## src/sv/dtd_pkg.sv

```systemverilog
// Package for the Gregorian date-time difference unit.
// Holds the shared types, calendar tables and constants; no dependencies.
package dtd_pkg;

    // Field widths of one timestamp.
    localparam int DayW    = 5;
    localparam int MonthW  = 4;
    localparam int YearW   = 14;
    localparam int HourW   = 5;
    localparam int MinuteW = 6;
    localparam int SecondW = 6;

    // Width of a day count or a day difference.
    localparam int DaysW = 22;

    // Calendar limits.
    localparam int MaxYear   = 9999;
    localparam int MaxHour   = 23;
    localparam int MaxMinute = 59;
    localparam int MaxSecond = 59;
    localparam int SecPerMin = 60;
    localparam int MinPerHr  = 60;
    localparam int HrPerDay  = 24;
    localparam int DaysPerYr = 365;

    // Division by 100 as a multiplication by a reciprocal: floor(y / 100) equals
    // (y * Recip100) >> Recip100Shift for every 14-bit year.
    localparam int Recip100      = 5243;
    localparam int Recip100Shift = 19;
    localparam int ProdW         = YearW + 13;
    localparam int CentW         = ProdW - Recip100Shift;

    // Stage enables of the timestamp pipeline.
    typedef struct packed {
        logic s1;
        logic s2;
        logic s3;
    } stage_en_t;

    // One timestamp reduced to a day count and a time of day.
    typedef struct packed {
        logic               ok;
        logic [DaysW-1:0]   days;
        logic [HourW-1:0]   hour;
        logic [MinuteW-1:0] minute;
        logic [SecondW-1:0] second;
    } stamp_t;

    // Length of a month; February follows the leap flag.
    function automatic logic [DayW-1:0] month_len(input logic [MonthW-1:0] mo,
                                                  input logic leap);
        logic [DayW-1:0] len;
        begin
            case (mo)
                4'd2:                       len = leap ? 5'd29 : 5'd28;
                4'd4, 4'd6, 4'd9, 4'd11:    len = 5'd30;
                4'd1, 4'd3, 4'd5, 4'd7,
                4'd8, 4'd10, 4'd12:         len = 5'd31;
                default:                    len = 5'd0;
            endcase
            return len;
        end
    endfunction

    // Days of the months before the given month, in a common year.
    function automatic logic [8:0] days_before(input logic [MonthW-1:0] mo);
        logic [8:0] n;
        begin
            case (mo)
                4'd1:    n = 9'd0;
                4'd2:    n = 9'd31;
                4'd3:    n = 9'd59;
                4'd4:    n = 9'd90;
                4'd5:    n = 9'd120;
                4'd6:    n = 9'd151;
                4'd7:    n = 9'd181;
                4'd8:    n = 9'd212;
                4'd9:    n = 9'd243;
                4'd10:   n = 9'd273;
                4'd11:   n = 9'd304;
                4'd12:   n = 9'd334;
                default: n = 9'd0;
            endcase
            return n;
        end
    endfunction

endpackage

```

## src/sv/dtd_stamp.sv

```systemverilog
// Three-stage pipeline that checks one timestamp and converts it to a day count.
// Depends on dtd_pkg for the calendar tables and the stamp_t result type.
module dtd_stamp (
    input  logic                          aclk,
    input  dtd_pkg::stage_en_t            en,
    input  logic [dtd_pkg::DayW-1:0]      day,
    input  logic [dtd_pkg::MonthW-1:0]    month,
    input  logic [dtd_pkg::YearW-1:0]     year,
    input  logic [dtd_pkg::HourW-1:0]     hour,
    input  logic [dtd_pkg::MinuteW-1:0]   minute,
    input  logic [dtd_pkg::SecondW-1:0]   second,
    output dtd_pkg::stamp_t               stamp
);
    import dtd_pkg::*;

    // Stage 1 registers.
    logic [YearW-1:0]   y1_reg;
    logic [ProdW-1:0]   prod1_reg;
    logic [22:0]        y365_1_reg;
    logic [MonthW-1:0]  mo1_reg;
    logic [DayW-1:0]    d1_reg;
    logic [HourW-1:0]   h1_reg;
    logic [MinuteW-1:0] mi1_reg;
    logic [SecondW-1:0] s1_reg;
    logic               ok1_reg;
    logic               ok1_next;

    // Stage 2 registers.
    logic [22:0]        base2_reg;
    logic [22:0]        base2_next;
    logic [CentW:0]     cent2_reg;
    logic [CentW:0]     cent2_next;
    logic               adj2_reg;
    logic               ok2_reg;
    logic               ok2_next;
    logic [HourW-1:0]   h2_reg;
    logic [MinuteW-1:0] mi2_reg;
    logic [SecondW-1:0] s2_reg;

    // Stage 2 helpers.
    logic [CentW-1:0]   q2;
    logic [YearW-1:0]   hundreds2;
    logic               rem_nz2;
    logic               leap2;
    logic [YearW:0]     quarter2;

    // Stage 3.
    stamp_t             stamp_reg;
    stamp_t             stamp_next;
    logic [CentW:0]     quad3;

    // Range checks that need no day count.
    assign ok1_next = (month >= 4'd1) && (month <= 4'd12) &&
                      (year <= YearW'(MaxYear)) && (hour <= HourW'(MaxHour)) &&
                      (minute <= MinuteW'(MaxMinute)) && (second <= SecondW'(MaxSecond));

    // Stage 1: the two constant multiplications.
    always_ff @(posedge aclk) begin
        if (en.s1) begin
            y1_reg     <= year;
            prod1_reg  <= ProdW'(year) * ProdW'(Recip100);
            y365_1_reg <= 23'(year) * 23'(DaysPerYr);
            mo1_reg    <= month;
            d1_reg     <= day;
            h1_reg     <= hour;
            mi1_reg    <= minute;
            s1_reg     <= second;
            ok1_reg    <= ok1_next;
        end
    end

    // Stage 2: century count, leap rule, day check and the partial day count.
    assign q2        = prod1_reg[ProdW-1:Recip100Shift];
    assign hundreds2 = YearW'(YearW'(q2) * YearW'(100));
    assign rem_nz2   = (y1_reg != hundreds2);
    assign leap2     = rem_nz2 ? (y1_reg[1:0] == 2'd0) : (q2[1:0] == 2'd0);
    assign quarter2  = (YearW+1)'(y1_reg) + (YearW+1)'(3);
    assign cent2_next = (CentW+1)'(q2) + (CentW+1)'(rem_nz2);
    assign base2_next = y365_1_reg + 23'(quarter2[YearW:2]) + 23'(days_before(mo1_reg))
                      + 23'(d1_reg);
    assign ok2_next  = ok1_reg && (d1_reg != 5'd0) && (d1_reg <= month_len(mo1_reg, leap2));

    always_ff @(posedge aclk) begin
        if (en.s2) begin
            base2_reg <= base2_next;
            cent2_reg <= cent2_next;
            adj2_reg  <= (mo1_reg > 4'd2) && leap2;
            ok2_reg   <= ok2_next;
            h2_reg    <= h1_reg;
            mi2_reg   <= mi1_reg;
            s2_reg    <= s1_reg;
        end
    end

    // Stage 3: drop the century years and add back every fourth century.
    assign quad3 = cent2_reg + (CentW+1)'(3);
    always_comb begin
        stamp_next.ok     = ok2_reg;
        stamp_next.days   = DaysW'(base2_reg - 23'(cent2_reg) + 23'(quad3[CentW:2])
                                   + 23'(adj2_reg));
        stamp_next.hour   = h2_reg;
        stamp_next.minute = mi2_reg;
        stamp_next.second = s2_reg;
    end

    always_ff @(posedge aclk) begin
        if (en.s3) begin
            stamp_reg <= stamp_next;
        end
    end

    assign stamp = stamp_reg;

endmodule

```

## src/sv/dtd_diff.sv

```systemverilog
// Two-stage pipeline that orders two converted timestamps and subtracts them
// digit by digit in mixed radix. Depends on dtd_pkg for stamp_t.
module dtd_diff (
    input  logic                          aclk,
    input  logic                          en_order,
    input  logic                          en_sub,
    input  dtd_pkg::stamp_t               stamp_a,
    input  dtd_pkg::stamp_t               stamp_b,
    output logic                          ok,
    output logic [dtd_pkg::DaysW-1:0]     diff_days,
    output logic [dtd_pkg::HourW-1:0]     diff_hours,
    output logic [dtd_pkg::MinuteW-1:0]   diff_minutes,
    output logic [dtd_pkg::SecondW-1:0]   diff_seconds
);
    import dtd_pkg::*;

    localparam int TimeW = DaysW + HourW + MinuteW + SecondW;

    stamp_t             big_reg;
    stamp_t             small_reg;
    logic               ok4_reg;
    logic               a_ge_b;

    logic [SecondW:0]   sec_d;
    logic [MinuteW:0]   min_d;
    logic [HourW:0]     hr_d;
    logic               bor_s;
    logic               bor_m;
    logic               bor_h;

    logic               ok_reg;
    logic [DaysW-1:0]   days_reg;
    logic [DaysW-1:0]   days_next;
    logic [HourW-1:0]   hours_reg;
    logic [HourW-1:0]   hours_next;
    logic [MinuteW-1:0] minutes_reg;
    logic [MinuteW-1:0] minutes_next;
    logic [SecondW-1:0] seconds_reg;
    logic [SecondW-1:0] seconds_next;

    // Field ranges are checked, so comparing the packed fields compares the times.
    assign a_ge_b = TimeW'({stamp_a.days, stamp_a.hour, stamp_a.minute, stamp_a.second}) >=
                    TimeW'({stamp_b.days, stamp_b.hour, stamp_b.minute, stamp_b.second});

    // Stage 4: put the later timestamp first.
    always_ff @(posedge aclk) begin
        if (en_order) begin
            big_reg   <= a_ge_b ? stamp_a : stamp_b;
            small_reg <= a_ge_b ? stamp_b : stamp_a;
            ok4_reg   <= stamp_a.ok && stamp_b.ok;
        end
    end

    // Borrow chain from seconds up to days.
    assign sec_d = (SecondW+1)'(big_reg.second) - (SecondW+1)'(small_reg.second);
    assign bor_s = sec_d[SecondW];
    assign min_d = (MinuteW+1)'(big_reg.minute) - (MinuteW+1)'(small_reg.minute)
                 - (MinuteW+1)'(bor_s);
    assign bor_m = min_d[MinuteW];
    assign hr_d  = (HourW+1)'(big_reg.hour) - (HourW+1)'(small_reg.hour)
                 - (HourW+1)'(bor_m);
    assign bor_h = hr_d[HourW];

    always_comb begin
        seconds_next = bor_s ? SecondW'(sec_d + (SecondW+1)'(SecPerMin)) : SecondW'(sec_d);
        minutes_next = bor_m ? MinuteW'(min_d + (MinuteW+1)'(MinPerHr)) : MinuteW'(min_d);
        hours_next   = bor_h ? HourW'(hr_d + (HourW+1)'(HrPerDay)) : HourW'(hr_d);
        days_next    = big_reg.days - small_reg.days - DaysW'(bor_h);
        // An invalid pair reports all zeros.
        if (!ok4_reg) begin
            seconds_next = '0;
            minutes_next = '0;
            hours_next   = '0;
            days_next    = '0;
        end
    end

    // Stage 5: result register.
    always_ff @(posedge aclk) begin
        if (en_sub) begin
            ok_reg      <= ok4_reg;
            days_reg    <= days_next;
            hours_reg   <= hours_next;
            minutes_reg <= minutes_next;
            seconds_reg <= seconds_next;
        end
    end

    assign ok           = ok_reg;
    assign diff_days    = days_reg;
    assign diff_hours   = hours_reg;
    assign diff_minutes = minutes_reg;
    assign diff_seconds = seconds_reg;

endmodule

```

## src/sv/gregorian_datetime_difference_unit.sv

```systemverilog
// Top level of the Gregorian date-time difference unit: stream ports, pipeline
// valid/ready control, two timestamp pipelines and the difference stages.
// Depends on dtd_pkg, dtd_stamp and dtd_diff.
//
//   Channel  Direction  Data                                   Side band
//   s_       in         tdata: timestamp a, timestamp b (80b)  none
//   m_       out        tdata: day/hour/min/sec difference     tuser: valid_res
//
// Five register stages: three convert each timestamp to a day count, one orders
// the pair, one subtracts with borrows and holds the result. One request is
// taken every cycle while m_ is not stalled.
// A stall on m_ fills the empty stages first; each stage holds while the one
// after it is full and not moving, so nothing is dropped or repeated.
// aresetn (synchronous, active low) clears the stage valid bits only.
module gregorian_datetime_difference_unit (
    input  logic        aclk,
    input  logic        aresetn,
    input  logic        s_tvalid,
    output logic        s_tready,
    // day_a[4:0] month_a[8:5] year_a[22:9] hour_a[27:23] minute_a[33:28]
    // second_a[39:34] day_b[44:40] month_b[48:45] year_b[62:49] hour_b[67:63]
    // minute_b[73:68] second_b[79:74]
    input  logic [79:0] s_tdata,
    output logic        m_tvalid,
    input  logic        m_tready,
    // diff_days[21:0] diff_hours[26:22] diff_minutes[32:27] diff_seconds[38:33],
    // bit 39 zero
    output logic [39:0] m_tdata,
    // valid_res[0]
    output logic [0:0]  m_tuser
);
    import dtd_pkg::*;

    localparam int Stages = 5;

    logic [Stages-1:0] vld_reg;
    logic [Stages-1:0] vld_next;
    logic [Stages-1:0] rdy;

    stage_en_t         en;
    stamp_t            stamp_a;
    stamp_t            stamp_b;

    logic               res_ok;
    logic [DaysW-1:0]   res_days;
    logic [HourW-1:0]   res_hours;
    logic [MinuteW-1:0] res_minutes;
    logic [SecondW-1:0] res_seconds;

    // A stage loads when it is empty or its content moves on.
    always_comb begin
        rdy[Stages-1] = !vld_reg[Stages-1] || m_tready;
        for (int i = Stages-2; i >= 0; i--) begin
            rdy[i] = !vld_reg[i] || rdy[i+1];
        end
    end

    always_comb begin
        for (int i = 0; i < Stages; i++) begin
            if (rdy[i]) begin
                vld_next[i] = (i == 0) ? s_tvalid : vld_reg[(i == 0) ? 0 : i-1];
            end else begin
                vld_next[i] = vld_reg[i];
            end
        end
    end

    always_ff @(posedge aclk) begin
        if (!aresetn) begin
            vld_reg <= '0;
        end else begin
            vld_reg <= vld_next;
        end
    end

    assign en.s1    = rdy[0];
    assign en.s2    = rdy[1];
    assign en.s3    = rdy[2];
    assign s_tready = rdy[0];

    // Timestamp pipelines.
    dtd_stamp u_stamp_a (
        .aclk   (aclk),
        .en     (en),
        .day    (s_tdata[4:0]),
        .month  (s_tdata[8:5]),
        .year   (s_tdata[22:9]),
        .hour   (s_tdata[27:23]),
        .minute (s_tdata[33:28]),
        .second (s_tdata[39:34]),
        .stamp  (stamp_a)
    );

    dtd_stamp u_stamp_b (
        .aclk   (aclk),
        .en     (en),
        .day    (s_tdata[44:40]),
        .month  (s_tdata[48:45]),
        .year   (s_tdata[62:49]),
        .hour   (s_tdata[67:63]),
        .minute (s_tdata[73:68]),
        .second (s_tdata[79:74]),
        .stamp  (stamp_b)
    );

    // Ordering and subtraction.
    dtd_diff u_diff (
        .aclk         (aclk),
        .en_order     (rdy[3]),
        .en_sub       (rdy[4]),
        .stamp_a      (stamp_a),
        .stamp_b      (stamp_b),
        .ok           (res_ok),
        .diff_days    (res_days),
        .diff_hours   (res_hours),
        .diff_minutes (res_minutes),
        .diff_seconds (res_seconds)
    );

    assign m_tvalid = vld_reg[Stages-1];
    assign m_tdata  = {1'b0, res_seconds, res_minutes, res_hours, res_days};
    assign m_tuser  = res_ok;

endmodule

```

## config.mk

```make
export PLATFORM = sky130hd
export DESIGN_NAME = gregorian_datetime_difference_unit
export DESIGN_NICKNAME = d
export VERILOG_FILES = /design/src/sv/dtd_pkg.sv /design/src/sv/dtd_stamp.sv /design/src/sv/dtd_diff.sv /design/src/sv/gregorian_datetime_difference_unit.sv
export SDC_FILE = /design/constraint.sdc
export NUM_CORES = 2
export LEC_CHECK = 0
export CORE_MARGIN = 1
export CORE_UTILIZATION = 60
export CTS_BUF_LIST = sky130_fd_sc_hd__clkbuf_4 sky130_fd_sc_hd__clkbuf_8 sky130_fd_sc_hd__clkbuf_16
export CTS_CLUSTER_DIAMETER = 120
export DETAILED_ROUTE_END_ITERATION = 8
export DONT_BUFFER_PORTS = 1
export PLACE_DENSITY = 0.83
export SKIP_LAST_GASP = 1
export SLEW_MARGIN = 20
export SYNTH_ARGS = -nofsm -noshare
export SYNTH_HDL_FRONTEND = slang
export SYNTH_SLANG_ARGS = --single-unit
```

## constraint.sdc

```tcl
create_clock -name aclk -period 7.5 [get_ports aclk]
set_input_delay 0.375 -clock aclk [delete_from_list [all_inputs] [get_ports aclk]]
set_output_delay 0.375 -clock aclk [all_outputs]
set_load 0.05 [all_outputs]
```

# After elaboration in Yosys (flattened, before gate mapping)
# Memory sizes are Yosys's and may differ from the RTL's. A register that Yosys moved wholly into a read port is not among the register bits.
# Index checks and enable logic that the tools add are counted.
[word_totals] reg_bits=484 rom_bits=288 inputBits=84 out_inout_bits=43 elab_cells=190 mem_count=2
[memory_table] name="(name not given)" words=16 width=9 read_ports=1 rd_clocked_by_memory_dff=1 write_ports=0 line="dtd_pkg.sv:69" source="case (mo)"
[memory_table] name="(name not given)" words=16 width=9 read_ports=1 rd_clocked_by_memory_dff=1 write_ports=0 line="dtd_pkg.sv:69"
[op_classes] n_addsub=28 n_mul=6 magnitude_cmp=17 n_eq_ne=26 mux=13 reduce_logical=37
[ops] operator="$mux 39" n=2
[ops] operator="$mul 14x13->27 const B" n=2
[ops] operator="$add 22x1->22" n=2
[ops] operator="$add 22x13->22" n=2
[ops] operator="$add 22x5->22" n=2
[ops] operator="$add 22x7->22" n=2
[ops] operator="$add 22x9->22" n=2
[ops] operator="$mul 14x9->22 const B" n=2
[ops] operator="$sub 22x9->22" n=2
[ops] operator="$eq 4x4->1 const B" n=10
[ops] operator="$ge 39x39->1" n=1
[ops] operator="$eq 4x3->1 const B" n=8
[ops] operator="$add 14x2->15 const B" n=2
[ops] operator="$pmux 5 s3" n=2
[ops] operator="$le 14x14->1 const B" n=2
[ops] operator="$ne 14x14->1" n=2
[ops] operator="$le 6x6->1 const B" n=4
[ops] operator="$mul 8x5->12 const B" n=2
[ops] operator="$sub 22x1->22" n=1
[ops] operator="$sub 22x22->22" n=1
[ops] operator="$add 8x1->9" n=2
[ops] operator="$add 9x2->9 const B" n=2
[ops] operator="$logic_and 1x1->1" n=17
[ops] operator="$eq 4x2->1 const B" n=4
[ops] operator="other kinds (22)" n=49

# Depth between registers and ports, before layout
[depth] depth_word=7 mapped_depth=39 ltp_nobuf=38

# Cells and area by module
# From an unflattened synthesis, not the netlist that was laid out.
[unflattened] hier_cells=3380 hier_area_um2=37659.9
[modules_own_cells] module="dtd_stamp (u_stamp_b)" instances=1 cells_per_inst=1323 area_per_inst_um2=14765.4 seq_area_each_um2=4954.8
[modules_own_cells] module="dtd_stamp (u_stamp_a)" instances=1 cells_per_inst=1274 area_per_inst_um2=14426.3 seq_area_each_um2=4954.8
[modules_own_cells] module="dtd_diff" instances=1 cells_per_inst=759 area_per_inst_um2=8261.7 seq_area_each_um2=3573.4
[modules_own_cells] module="gregorian_datetime_difference_unit" instances=1 cells_per_inst=24 area_per_inst_um2=206.4 seq_area_each_um2=100.1

# Worst setup path after synthesis
# Ideal clock, no wire load.
[synth_path] path_type="flip-flop to flip-flop" startpoint="reg u_diff.big_reg[0] (netlist bit)" endpoint="reg u_diff.days_reg[20], in the netlist u_diff.diff_days[20], data pin" setup_time_ns=0.260 arrival_time_ns=7.696 t_required_ns=7.240 slack_ns=-0.456 stages_incl_launch_ff=40 n_path_buf=1 synth_period_minus_slack_ns=7.956 path_cell_list="edfxtp_1 inv_1 ha_1 fa_1 nor2b_1 o21ai_0 nand2_1 and2_1 o21ai_0 nand2b_1 clkbuf_1 fa_1 fa_1 nand2b_1 a21oi_1 o21bai_1 a21oi_1 xor2_1 [4 not listed] a21o_1 a21oi_1 xnor2_1 inv_1 fa_1 inv_1 ha_1 or2_2 fa_1 nand2b_1 a31o_2 a2111oi_0 nor2_1 o211ai_1 a31oi_1 nor3_1 o21ai_1 mux2i_1"
[synth_between] elab_chain_len=4
[synth_lines] element="start: declaration" line="dtd_diff.sv:19" source="stamp_t big_reg;"
[synth_lines] element="start signal: assignment" line="dtd_diff.sv:48" source="big_reg <= a_ge_b ? stamp_a : stamp_b;"
[synth_lines] element="$sub 6x6->7" line="dtd_diff.sv:55" source="assign sec_d = (SecondW+1)'(big_reg.second) - (SecondW+1)'(small_reg.second);"
[synth_lines] element="$sub 7x1->7" line="dtd_diff.sv:58" source="- (MinuteW+1)'(bor_s);"
[synth_lines] element="$sub 6x1->6" line="dtd_diff.sv:61" source="- (HourW+1)'(bor_m);"
[synth_lines] element="$sub 22x1->22" line="dtd_diff.sv:68" source="days_next = big_reg.days - small_reg.days - DaysW'(bor_h);"
[synth_lines] element="end signal: assignment" line="dtd_diff.sv:82" source="days_reg <= days_next;"
[synth_lines] element="end: declaration" line="dtd_diff.sv:32" source="logic [DaysW-1:0] days_reg;"
# No other way between the ends.
# A chain may end at the register's enable or synchronous reset.

# Worst setup path in the final report
[layout_path] startpoint="reg u_diff.big_reg[0] (netlist bit)" endpoint="reg u_diff.days_reg[18], in the netlist u_diff.diff_days[18], data pin"
# The elaborated chain is that of the path after synthesis.

==> metrics.log <==
INFO  metric status = finished with violations
INFO  metric violated_checks = negative setup slack
INFO  metric path_delay_family = adder cells
INFO  metric synth_fp_nets = 4144
INFO  metric final_cell_area = 40700 um^2
INFO  metric final.setup_skew = 0.0156 ns
INFO  metric worstSetupStartpointType = register
INFO  metric place_hpwl = 56400 um
INFO  metric timing.rr.end = u_diff.diff_days[18]$_SDFFCE_PN0P_
INFO  metric grt_first_pass_wirelength = 122000 um
INFO  metric vias_per_cell = 5.62
INFO  metric first_global_vias = 24500
INFO  metric cts_buffer_depth = 3
INFO  metric worstRegToRegCells = 38
INFO  metric syn_to_final_growth = 10.1%
INFO  metric report.final.hold_viol_count = 0
INFO  metric cell_repeated_most_along_the_worst_path = fa_2
INFO  metric ff_latch_area = 13600 um^2
INFO  metric syn-mean-instance-area = 11.4 um^2
INFO  metric number_of_instances_in_the_synthesized_netlist = 3232
INFO  metric grt_overflow_total = 0
INFO  metric use_met2 = 43.4%
INFO  metric multi_input_comb_area = 20900 um^2
INFO  metric floorplan.initialDensity = 61.0%
INFO  metric achievable-frequency = 0.132 GHz
INFO  metric dominantRegCellSynth = edfxtp_1
INFO  metric cts_h_tree_lvls = 2
INFO  metric cp.arrival = 7.88 ns
INFO  metric launch_instance_of_the_worst_min_delay_path = s_tdata[9]
INFO  metric hold_depth = 1
INFO  metric antenna_found_initial = 0
INFO  metric cp_slowest_cell = fa_1
INFO  metric maxCapViolations = 0
INFO  metric grt_max_degree = 80
INFO  metric post_synth_num_cell_types = 73
INFO  metric rsz0062_at_grt = yes
INFO  metric criticalPathCategory = reg -> reg
INFO  metric cts_num_sinks = 460
INFO  metric relative_slew_slack = 27.1%
INFO  metric timing.critical_path.required = 7.80 ns
INFO  metric num-fill-cells = 4229
INFO  metric synth-async-reset-ratio = 0%
INFO  metric post-synth-top-count-cell = inv_1
INFO  metric gr-usage-met1 = 29.9%
INFO  metric yosys_register_bits = 460
INFO  metric globalRoute.busiestLayer = met2
INFO  metric floorplan.rows = 90
INFO  metric synth-edff-count = 437
INFO  metric final-max-slew-violation-count = 0
INFO  metric crit_end_category = register
INFO  metric globalplace.congestion = 0.916
INFO  metric detail-route-antenna-nets = 0
INFO  metric clock_buffers_created_by_tritoncts = 45
INFO  metric post_route_drc_violation_count = 0
INFO  metric worst_hold_path.endpoint = u_stamp_a.y365_1_reg[3]$_DFFE_PP_
INFO  metric yosysSeqAreaShare = 36.8%
INFO  metric setup.reg_to_reg.worst_slack = -0.08 ns
INFO  metric timing.final.ws_setup = -0.0788 ns
INFO  metric drt-wirelength-per-cell = 18.0 um
INFO  metric hold_path.class = in -> reg
INFO  metric post_synth_main_area_contributors = edfxtp_1 36%, ha_1 19%, fa_1 14%
INFO  metric first_iter_violations = 1228
INFO  metric tritoncts = done
INFO  metric track_usage = 24.4%
INFO  metric drtPass1Iterations = 5
INFO  metric timing.final.setup_violations = 2
INFO  metric yosys.area.top_type_share = 35.5%
INFO  metric syn_area = 36900 um^2
INFO  metric hold_ws = 0.0728 ns
INFO  metric top_level_ports = 127
INFO  metric max_slew.worst_pin.slew = 1.09 ns
INFO  metric post_dp_cell_area = 38000 um^2
INFO  metric dieWidth = 250 um
INFO  metric synth_area_leader = edfxtp_1
INFO  metric setup.worst_path.start = u_diff.big_reg[0]$_DFFE_PP_
INFO  metric drt_wl_total = 75300 um
INFO  metric timing.critical_path.fanout_max = 3
INFO  metric die_h = 250 um
INFO  metric synthTopCellsByCount = 683 x inv_1, 561 x ha_1, 437 x edfxtp_1, 267 x fa_1, 175 x xnor2_1
INFO  metric antenna_cells_inserted = 0
INFO  metric cp.buffers_inverters = 4
INFO  metric synth-warning-count = 0
INFO  metric final_net_count = 4285
INFO  metric finalCriticalPeriod = 7.58 ns
INFO  metric port_buffers = 0
INFO  metric clk_pin_slew_worst_paths = 0.06 ns
INFO  metric die-area = 62500 um^2
INFO  metric floorplan.core_area = 60600 um^2
INFO  metric clock_tree_root_buffer_cell = clkbuf_16
INFO  metric critPathMaxStageDelay = 0.51 ns
INFO  metric drive_above_1_share = 6.60%
INFO  metric clk_latency = 0.60 ns
INFO  metric via_count = 23600
INFO  metric grt.met3_usage = 3.22%
INFO  metric critical_path.reg2reg.startpoint = u_diff.big_reg[0]$_DFFE_PP_
INFO  metric final_cycle_share = 101%
cell type report:
class,instances,area share (%)
clock buffers,53,2.99
inverters,683,6.31
well taps,782,2.41
flip-flops and latches,460,33.4
clock inverters,31,0.948
multi-input cells,2068,51.3
repair buffers,115,2.69
worst max-delay path by stage:
stage	to	slack, ns	depth (start not counted)
final	u_diff.diff_days[18]$_SDFFCE_PN0P_	-0.08	38
after global routing	u_diff.diff_days[20]$_SDFFCE_PN0P_	-0.38	38
after CTS	u_diff.diff_days[18]$_SDFFCE_PN0P_	-0.04	38
after detailed placement	u_diff.diff_days[20]$_SDFFCE_PN0P_	-0.37	38
after global placement	u_diff.diff_days[20]$_SDFFCE_PN0P_	-0.05	38
after floorplan	u_diff.diff_days[20]$_SDFFCE_PN0P_	0.006	39
cell families after synthesis:
kind of cell             after synthesis  synth area share [%]
other                                  1                0.0102
adder cells (fa/ha/maj)              828                  33.5
XOR/XNOR                             232                  5.50
AO/OA/AOI/OAI                        415                  7.51
multiplexers                          93                  2.81
flip-flops                           460                  36.8
buffers and inverters                704                  7.28
AND/OR/NAND/NOR                      499                  6.62
per-stage QoR:
stage          utilization (%)  worst slack, ns  instances  TNS, ns
6_report                  67.1          -0.0788       4192   -0.143
3_5_place_dp              62.8           -0.374       4012   -0.954
4_1_cts                   67.0          -0.0406       4186  -0.0747
5_1_grt                   67.1           -0.384       4192    -1.19
2_1_floorplan                -          0.00581       3232        0
3_3_place_gp              62.8          -0.0523       4012  -0.0986
cells in the final DEF, fill, tap and decap left out, types with 33 or more instances in the layout:
master and n:
xnor2_1 174, o21a_1 35, mux2_2 61, clkbuf_16 46, inv_1 680, ha_1 558
a21oi_1 113, o21ai_0 70, xor2_1 56, nor2b_1 33, nor2_1 149, dlygate4sd3_1 82
edfxtp_1 437, a21o_1 54, nand2_1 90, nand3_1 53, fa_1 262
timing repair:
| action | CTS | global route |
|---|---|---|
| hold endpoints to repair | 86 | 0 |
| resized for setup | 8 | 10 |
| hold buffers | 82 | 0 |
| setup buffers | 8 | 7 |
| pin swaps | 12 | 10 |
| setup endpoints to repair | 7 | 7 |
per-layer routing:
layer  vias to the layer above  part of all wire [%]
li1                      11200                     -
met3                       209                   4.9
met5                         -                     0
met2                       655                    50
met1                     11400                    41
met4                         0                   4.3
Power is left out: the tool's default activity adds up to more than one toggle a clock period on the data nets, which glitch-free logic cannot reach.
